<file path="src/sv/timer_min_heap_scheduler_assert.svh">
// Assertion macros for the timer queue RTL.
`ifndef TIMER_MIN_HEAP_SCHEDULER_ASSERT_SVH
`define TIMER_MIN_HEAP_SCHEDULER_ASSERT_SVH

// Same-cycle implication, sampled on clk and held off during reset.
`define TMHS_ASSERT_IMP(lbl, ante, cons) \
	lbl: assert property (@(posedge clk) disable iff (!arst_n) (ante) |-> (cons)) \
		else $error("timer queue: same-cycle check failed");

// Next-cycle implication, sampled on clk and held off during reset.
`define TMHS_ASSERT_NXT(lbl, ante, cons) \
	lbl: assert property (@(posedge clk) disable iff (!arst_n) (ante) |=> (cons)) \
		else $error("timer queue: next-cycle check failed");

`endif

</file>
<file path="src/sv/tmhs_pkg.sv">
package tmhs_pkg;

	localparam int CAPACITY  = 64;
	localparam int ID_COUNT  = 1024;
	localparam int TIME_BITS = 32;

	localparam int MODE_W   = 3;
	localparam int ID_W     = 10;
	localparam int TMO_W    = 24;
	localparam int STATUS_W = 2;
	localparam int DLY_W    = 25;
	localparam int MAX_DELAY = 16777215;

	localparam int HA_W  = $clog2(CAPACITY);
	localparam int CNT_W = $clog2(CAPACITY + 1);
	localparam int CH_W  = HA_W + 2;
	localparam int PA_W  = $clog2(ID_COUNT);

	localparam logic [MODE_W-1:0] MODE_TICK   = 3'd0;
	localparam logic [MODE_W-1:0] MODE_ADD    = 3'd1;
	localparam logic [MODE_W-1:0] MODE_ADJUST = 3'd2;
	localparam logic [MODE_W-1:0] MODE_FIRE   = 3'd3;
	localparam logic [MODE_W-1:0] MODE_POP    = 3'd4;
	localparam logic [MODE_W-1:0] MODE_CLEAR  = 3'd5;
	localparam logic [MODE_W-1:0] MODE_QUERY  = 3'd6;
	localparam logic [MODE_W-1:0] MODE_RSVD   = 3'd7;

	localparam logic [STATUS_W-1:0] ST_OK       = 2'd0;
	localparam logic [STATUS_W-1:0] ST_NOTFOUND = 2'd1;
	localparam logic [STATUS_W-1:0] ST_FULL     = 2'd2;
	localparam logic [STATUS_W-1:0] ST_EMPTY    = 2'd3;

	typedef enum logic [2:0] {
		RS_ROOT, RS_LAST, RS_POS, RS_LEFT, RS_RIGHT, RS_PARENT
	} rsel_t;

	typedef enum logic [2:0] {
		HL_NONE, HL_ZERO, HL_POS, HL_COUNT, HL_PICK, HL_PARENT
	} hole_t;

	typedef enum logic [1:0] {CL_NONE, CL_NEW, CL_RD} cur_t;
	typedef enum logic [1:0] {WR_NONE, WR_CUR, WR_PICK, WR_RD} wsrc_t;
	typedef enum logic [1:0] {CN_NONE, CN_INC, CN_DEC, CN_CLR} cnt_t;
	typedef enum logic [1:0] {OL_NONE, OL_ONE, OL_FIFO} outld_t;

	typedef struct packed {
		logic                in_ld;
		logic                tick;
		logic                rd;
		rsel_t               rsel;
		logic                pos_rd;
		cur_t                cur_ld;
		hole_t               hole_ld;
		wsrc_t               wr;
		cnt_t                cnt;
		logic                pick_l;
		logic                pick_r;
		logic                fifo_push;
		logic                fifo_rd;
		logic                delay_ld;
		logic                set_status;
		logic [STATUS_W-1:0] status_val;
		logic                set_fired;
		outld_t              out_ld;
	} cmd_t;

	typedef struct packed {
		logic [MODE_W-1:0] mode;
		logic              count_zero;
		logic              full;
		logic              in_range;
		logic              present;
		logic              hole_zero;
		logic              hole_lt_count;
		logic              left_ok;
		logic              right_ok;
		logic              moved;
		logic              cur_before_pick;
		logic              right_before_pick;
		logic              parent_before_cur;
		logic              root_expired;
		logic              nf_zero;
		logic              emit_last;
		logic              out_free;
	} sts_t;

	// Signed wrap-safe ordering of two expiry times.
	function automatic logic earlier(input logic [TIME_BITS-1:0] a,
			input logic [TIME_BITS-1:0] b);
		logic [TIME_BITS-1:0] d;
		d = a - b;
		return d[TIME_BITS-1];
	endfunction

endpackage

</file>
<file path="src/sv/tmhs_ctrl.sv">
module tmhs_ctrl (
	input  logic           clk,
	input  logic           arst_n,
	input  logic           in_valid,
	output logic           in_ready,
	input  tmhs_pkg::sts_t sts,
	output tmhs_pkg::cmd_t cmd
);

	typedef enum logic [4:0] {
		S_IDLE, S_DISPATCH, S_P_WAIT, S_P_CHK, S_RM_LD, S_RM_CHK,
		S_D_L, S_D_R, S_D_CMP_R, S_D_CMP, S_D_END, S_U_CHK, S_U_CMP,
		S_W_CUR, S_T_RD, S_T_CHK, S_ROOT_RD, S_ROOT_DLY, S_E_ONE,
		S_F_RD, S_F_EMIT
	} state_t;

	state_t state_q;
	state_t state_d;
	state_t after_op;
	logic   scan_mode;

	assign in_ready  = state_q == S_IDLE;
	assign scan_mode = (sts.mode == tmhs_pkg::MODE_TICK) || (sts.mode == tmhs_pkg::MODE_QUERY);
	assign after_op  = scan_mode ? S_T_RD : S_ROOT_RD;

	always_comb begin
		cmd     = '0;
		state_d = state_q;
		case (state_q)
			S_IDLE: begin
				if (in_valid) begin
					cmd.in_ld = 1'b1;
					state_d   = S_DISPATCH;
				end
			end
			S_DISPATCH: begin
				case (sts.mode)
					tmhs_pkg::MODE_TICK: begin
						cmd.tick = 1'b1;
						state_d  = S_T_RD;
					end
					tmhs_pkg::MODE_QUERY: state_d = S_T_RD;
					tmhs_pkg::MODE_ADD, tmhs_pkg::MODE_ADJUST, tmhs_pkg::MODE_FIRE: begin
						cmd.pos_rd = 1'b1;
						state_d    = S_P_WAIT;
					end
					tmhs_pkg::MODE_POP: begin
						if (sts.count_zero) begin
							cmd.set_status = 1'b1;
							cmd.status_val = tmhs_pkg::ST_EMPTY;
							state_d        = S_ROOT_RD;
						end else begin
							cmd.rd      = 1'b1;
							cmd.rsel    = tmhs_pkg::RS_LAST;
							cmd.hole_ld = tmhs_pkg::HL_ZERO;
							state_d     = S_RM_LD;
						end
					end
					tmhs_pkg::MODE_CLEAR: begin
						cmd.cnt = tmhs_pkg::CN_CLR;
						state_d = S_ROOT_RD;
					end
					default: state_d = S_ROOT_RD;
				endcase
			end
			S_P_WAIT: begin
				cmd.rd   = 1'b1;
				cmd.rsel = tmhs_pkg::RS_POS;
				state_d  = S_P_CHK;
			end
			S_P_CHK: begin
				if (sts.present && sts.mode != tmhs_pkg::MODE_FIRE) begin
					cmd.cur_ld  = tmhs_pkg::CL_NEW;
					cmd.hole_ld = tmhs_pkg::HL_POS;
					state_d     = S_D_L;
				end else if (sts.present) begin
					cmd.set_fired = 1'b1;
					cmd.rd        = 1'b1;
					cmd.rsel      = tmhs_pkg::RS_LAST;
					cmd.hole_ld   = tmhs_pkg::HL_POS;
					state_d       = S_RM_LD;
				end else if (sts.mode == tmhs_pkg::MODE_ADD && sts.in_range && sts.full) begin
					cmd.set_status = 1'b1;
					cmd.status_val = tmhs_pkg::ST_FULL;
					state_d        = S_ROOT_RD;
				end else if (sts.mode == tmhs_pkg::MODE_ADD && sts.in_range) begin
					cmd.cur_ld  = tmhs_pkg::CL_NEW;
					cmd.hole_ld = tmhs_pkg::HL_COUNT;
					cmd.cnt     = tmhs_pkg::CN_INC;
					state_d     = S_U_CHK;
				end else begin
					cmd.set_status = 1'b1;
					cmd.status_val = tmhs_pkg::ST_NOTFOUND;
					state_d        = S_ROOT_RD;
				end
			end
			S_RM_LD: begin
				cmd.cur_ld = tmhs_pkg::CL_RD;
				cmd.cnt    = tmhs_pkg::CN_DEC;
				state_d    = S_RM_CHK;
			end
			S_RM_CHK: begin
				state_d = sts.hole_lt_count ? S_D_L : after_op;
			end
			S_D_L: begin
				if (sts.left_ok) begin
					cmd.rd   = 1'b1;
					cmd.rsel = tmhs_pkg::RS_LEFT;
					state_d  = S_D_R;
				end else begin
					state_d = S_D_END;
				end
			end
			S_D_R: begin
				cmd.pick_l = 1'b1;
				if (sts.right_ok) begin
					cmd.rd   = 1'b1;
					cmd.rsel = tmhs_pkg::RS_RIGHT;
					state_d  = S_D_CMP_R;
				end else begin
					state_d = S_D_CMP;
				end
			end
			S_D_CMP_R: begin
				cmd.pick_r = sts.right_before_pick;
				state_d    = S_D_CMP;
			end
			S_D_CMP: begin
				if (sts.cur_before_pick) begin
					state_d = S_D_END;
				end else begin
					cmd.wr      = tmhs_pkg::WR_PICK;
					cmd.hole_ld = tmhs_pkg::HL_PICK;
					state_d     = S_D_L;
				end
			end
			S_D_END: begin
				state_d = sts.moved ? S_W_CUR : S_U_CHK;
			end
			S_U_CHK: begin
				if (sts.hole_zero) begin
					state_d = S_W_CUR;
				end else begin
					cmd.rd   = 1'b1;
					cmd.rsel = tmhs_pkg::RS_PARENT;
					state_d  = S_U_CMP;
				end
			end
			S_U_CMP: begin
				if (sts.parent_before_cur) begin
					state_d = S_W_CUR;
				end else begin
					cmd.wr      = tmhs_pkg::WR_RD;
					cmd.hole_ld = tmhs_pkg::HL_PARENT;
					state_d     = S_U_CHK;
				end
			end
			S_W_CUR: begin
				cmd.wr  = tmhs_pkg::WR_CUR;
				state_d = after_op;
			end
			S_T_RD: begin
				cmd.rd   = 1'b1;
				cmd.rsel = tmhs_pkg::RS_ROOT;
				state_d  = S_T_CHK;
			end
			S_T_CHK: begin
				if (!sts.count_zero && sts.root_expired) begin
					cmd.fifo_push = 1'b1;
					cmd.rd        = 1'b1;
					cmd.rsel      = tmhs_pkg::RS_LAST;
					cmd.hole_ld   = tmhs_pkg::HL_ZERO;
					state_d       = S_RM_LD;
				end else begin
					cmd.delay_ld = 1'b1;
					state_d      = sts.nf_zero ? S_E_ONE : S_F_RD;
				end
			end
			S_ROOT_RD: begin
				cmd.rd   = 1'b1;
				cmd.rsel = tmhs_pkg::RS_ROOT;
				state_d  = S_ROOT_DLY;
			end
			S_ROOT_DLY: begin
				cmd.delay_ld = 1'b1;
				state_d      = S_E_ONE;
			end
			S_E_ONE: begin
				if (sts.out_free) begin
					cmd.out_ld = tmhs_pkg::OL_ONE;
					state_d    = S_IDLE;
				end
			end
			S_F_RD: begin
				cmd.fifo_rd = 1'b1;
				state_d     = S_F_EMIT;
			end
			S_F_EMIT: begin
				if (sts.out_free) begin
					cmd.out_ld = tmhs_pkg::OL_FIFO;
					state_d    = sts.emit_last ? S_IDLE : S_F_RD;
				end
			end
			default: state_d = S_IDLE;
		endcase
	end

	always_ff @(posedge clk or negedge arst_n) begin
		if (!arst_n) begin
			state_q <= S_IDLE;
		end else begin
			state_q <= state_d;
		end
	end

endmodule
</file>
<file path="config.mk">
export PLATFORM = sky130hd
export DESIGN_NAME = tmhs_ctrl
export DESIGN_NICKNAME = d
export VERILOG_FILES = /design/src/sv/timer_min_heap_scheduler_assert.svh /design/src/sv/tmhs_pkg.sv /design/src/sv/tmhs_ctrl.sv
export SDC_FILE = /design/constraint.sdc
export NUM_CORES = 1
export LEC_CHECK = 0
export ABC_AREA = 1
export BUFFER_PORTS_ARGS = -buffer_cell sky130_fd_sc_hd__buf_2
export CAP_MARGIN = 20
export CORE_ASPECT_RATIO = 0.8
export CORE_MARGIN = 10
export CORE_UTILIZATION = 39
export CTS_BUF_LIST = sky130_fd_sc_hd__clkbuf_8
export CTS_CLUSTER_DIAMETER = 60
export DETAILED_ROUTE_END_ITERATION = 16
export GPL_TIMING_DRIVEN = 0
export PLACE_DENSITY_LB_ADDON = 0.15
export SLEW_MARGIN = 40
export SYNTH_ARGS = -nofsm -noshare
export SYNTH_HDL_FRONTEND = slang
export SYNTH_SLANG_ARGS = --single-unit
</file>
<file path="constraint.sdc">
create_clock -name clk -period 2.58 [get_ports clk]
set_input_delay 0.387 -clock clk [delete_from_list [all_inputs] [get_ports clk]]
set_output_delay 0.387 -clock clk [all_outputs]
set_load 0.01 [all_outputs]
</file>
==> flow_summary.toml <==
[status]
status = "finished, final reports clean"

[sta]
clock_skew_ps = 4.55
grt_setup_unrepaired = "no"
finalCriticalPeriod_ps = 2200
setup_viol = 0
timing.setup.tns_ps = 0
fin_ws_ps = 384
post-route-period-util = 0.851
finalHoldViolCount = 0
finalMaxSlewViolations = 0
max_freq_mhz = 455
max-slew-margin-rel = 0.759
worst_pin_slew_ps = 361

[setup_path]
cp-endpoint = "cmd[4]"
cp_max_fo = 7
worstReg2RegEnd = "state_q[1]"
cpPeakStageDelay_ps = 450
critical_path_required_ps = 2190
worst_path_max_delay_cell = "dfrtp_1"
crit_buf_inv = 2
critPathArrivalTime_ps = 1810
critical_path.startpoint_type = "flip-flop"
rrSetupSlack_ps = 890
worstSetupEndpointType = "primary output"
r2r-start = "state_q[4]"
critPathKind = "flip-flop to primary output"
worstPathCellList = "inv_1 > nand3_2 > nor2_1 > nand4_1 > o31ai_1 > buf_2"
crit_start = "state_q[4]"
cp.depth = 6
rr_worst_depth = 9
cp_top_family = "simple AND/OR/NAND/NOR gates"

[drt]
totalWireLength_um = 3720
viasPerCell = 4.88
drc = 0
drt_iter0_markers = 101
drt_pass1_iterations = 4
dr_total_vias = 1400
wire_per_inst_um = 13.0
ant_nets = 0

[logic_synthesis]
yosys.area.top_type = "nand2_1"
synth-seq-area-share = 0.126
ys_ff_latch = 5
yosys-top-cells-area = "nand2_1 19%, inv_1 15%, nor2_1 14%"
synth_ff_type = "dfrtp_1"
synthTopCellsByCount = "51 x nand2_1, 39 x inv_1, 38 x nor2_1, 22 x nand3_1, 9 x nand4_1"
synth_enable_flop_cells = 0
synth.avg_cell_area_sq_um = 5.00
async_reset_ff_frac = 1.00
syn_inst = 198
yosysTopAreaCellShare = 0.193
syn_nets = 220
synth_area_sq_um = 990
ys_types = 24
yosysMostFrequentCell = "nand2_1"
yosys_warnings = 0

[flow_run]
maxCapViolCount = 0

[final_layout]
top_regs = "state_q x5"
area_delta_synth_final_pct = 34.4
final_cells = 287
largest_reg_flops = 5
post-route-util = 0.545
num-nets-final = 274
drive_above_1_share = 0.243
antenna_cells = 0
largest-register = "state_q"

[global_routing]
grt_pass1_wl_um = 5970
grt_max_degree = 9
antenna_found_initial = 0
grt_usage = 0.145
grt_pass1_vias = 1282
grt_overflow = 0

[cts]
clockBufferDepth = 2
clkLatencyLatePin_ps = 230
cts_sinks = 5
cts_buffers = 3
clk_pin_slew_ps = 30
cts_root_buf = "clkbuf_8"
post_cts_resized = 0
tritoncts = "yes"
htreeDepth = 1

[placed_design]
hpwl_um = 3230
io_buffer_count = 48
place_ws_ps = 631
placedCellCount = 282
gp_congestion = 0.991

[pwr]
powerDensity_mw_per_mm2 = 780
leakage_nw = 0.877
irDropWorstVdd_uv = 452

[floorplanning]
die_y_um = 65.1
fp.dieW_um = 76.3
pin_count = 50
core_area_sq_mm = 0.00244
start_util = 0.405
rows = 16
dieArea_sq_mm = 0.00497

[worst_hold_path]
worstHoldPathCells = 4
holdCritPathClass = "input pin to flip-flop"
worst min-delay path, cell delays in order:
cell	delay, ps
buf_2	80
a21oi_1	40
inv_1	40
nand2_1	50
report_power, final:
group	total (mW)	internal, mW	leakage, nW	switching (mW)
clock network	0.145	0.102	0.0269	0.0427
registers	0.162	0.114	0.0639	0.0482
logic	0.731	0.233	0.786	0.498
total	1.04	0.449	0.877	0.589
what timing repair did:
item | 4_1_cts | 5_1_grt
hold endpoints to repair | 5 | 0
hold buffers | 1 | 0
setup buffers | 0 | 0
endpoints found under the setup margin | 0 | 0
metrics by stage:
step / power [mW] / hold slack [ps] / cell area (sq um)
after global placement: 0.889 / 204 / 1270
after CTS: 1.03 / 425 / 1330
after detailed placement: 0.884 / 205 / 1270
after floorplan: 0.656 / 91.4 / 990
after global routing: 1.14 / 450 / 1330
final: 1.04 / 424 / 1330
layout make-up:
cell class / count / area, sq um
Tap cell: 36 / 45.0
Clock buffer: 3 / 41.3
Timing Repair Buffer: 49 / 250
Multi-Input combinational cell: 152 / 709
Sequential cell: 5 / 125
Inverter: 39 / 146
Buffer: 2 / 8.76
Fill cell: 295 / 1110
Clock inverter: 1 / 3.75
placed cells by master, fill, tap and decap left out:
master	count
nor2_2	2
o211ai_1	1
a21oi_1	4
clkbuf_8	3
nand4_1	9
o31ai_1	1
nand2_2	3
nor3_1	5
nor2_1	38
nand3b_1	2
buf_2	49
a22oi_1	1
or2_1	1
nand3_1	22
nor2_4	2
dfrtp_1	5
nand3_2	1
dlygate4sd3_1	1
nor3b_1	1
o21ai_2	1
a41oi_1	1
nand2_1	51
clkbuf_1	1
or2_0	1
inv_1	40
o21ai_0	5
routing by layer:
metal  up-vias  part of all wire  GRT usage
li1        736                 -          -
met5         -                 0          0
met4         0             0.011     0.0486
met3         4             0.078     0.0399
met1       598              0.52      0.200
met2        62              0.39      0.209
logic make-up (layout without fill, tap and decap cells):
| kind of cell | Yosys count | count (layout) | synth area share |
|---|---|---|---|
| AND/OR/NAND/NOR | 138 | 138 | 0.631 |
| AO/OA/AOI/OAI | 14 | 14 | 0.0860 |
| flip-flops | 5 | 5 | 0.126 |
| buffers and inverters | 41 | 94 | 0.157 |
worst min path at each step:
stage / slack, ps / endpoint / startpoint
after floorplan: 90 / state_q[0] / arst_n
after global placement: 200 / state_q[3] / arst_n
after detailed placement: 210 / state_q[3] / arst_n
after CTS: 430 / state_q[4] / sts[0]
after global routing: 450 / state_q[4] / sts[0]
final: 420 / state_q[4] / sts[0]
Power figures use the tool's default switching activity.
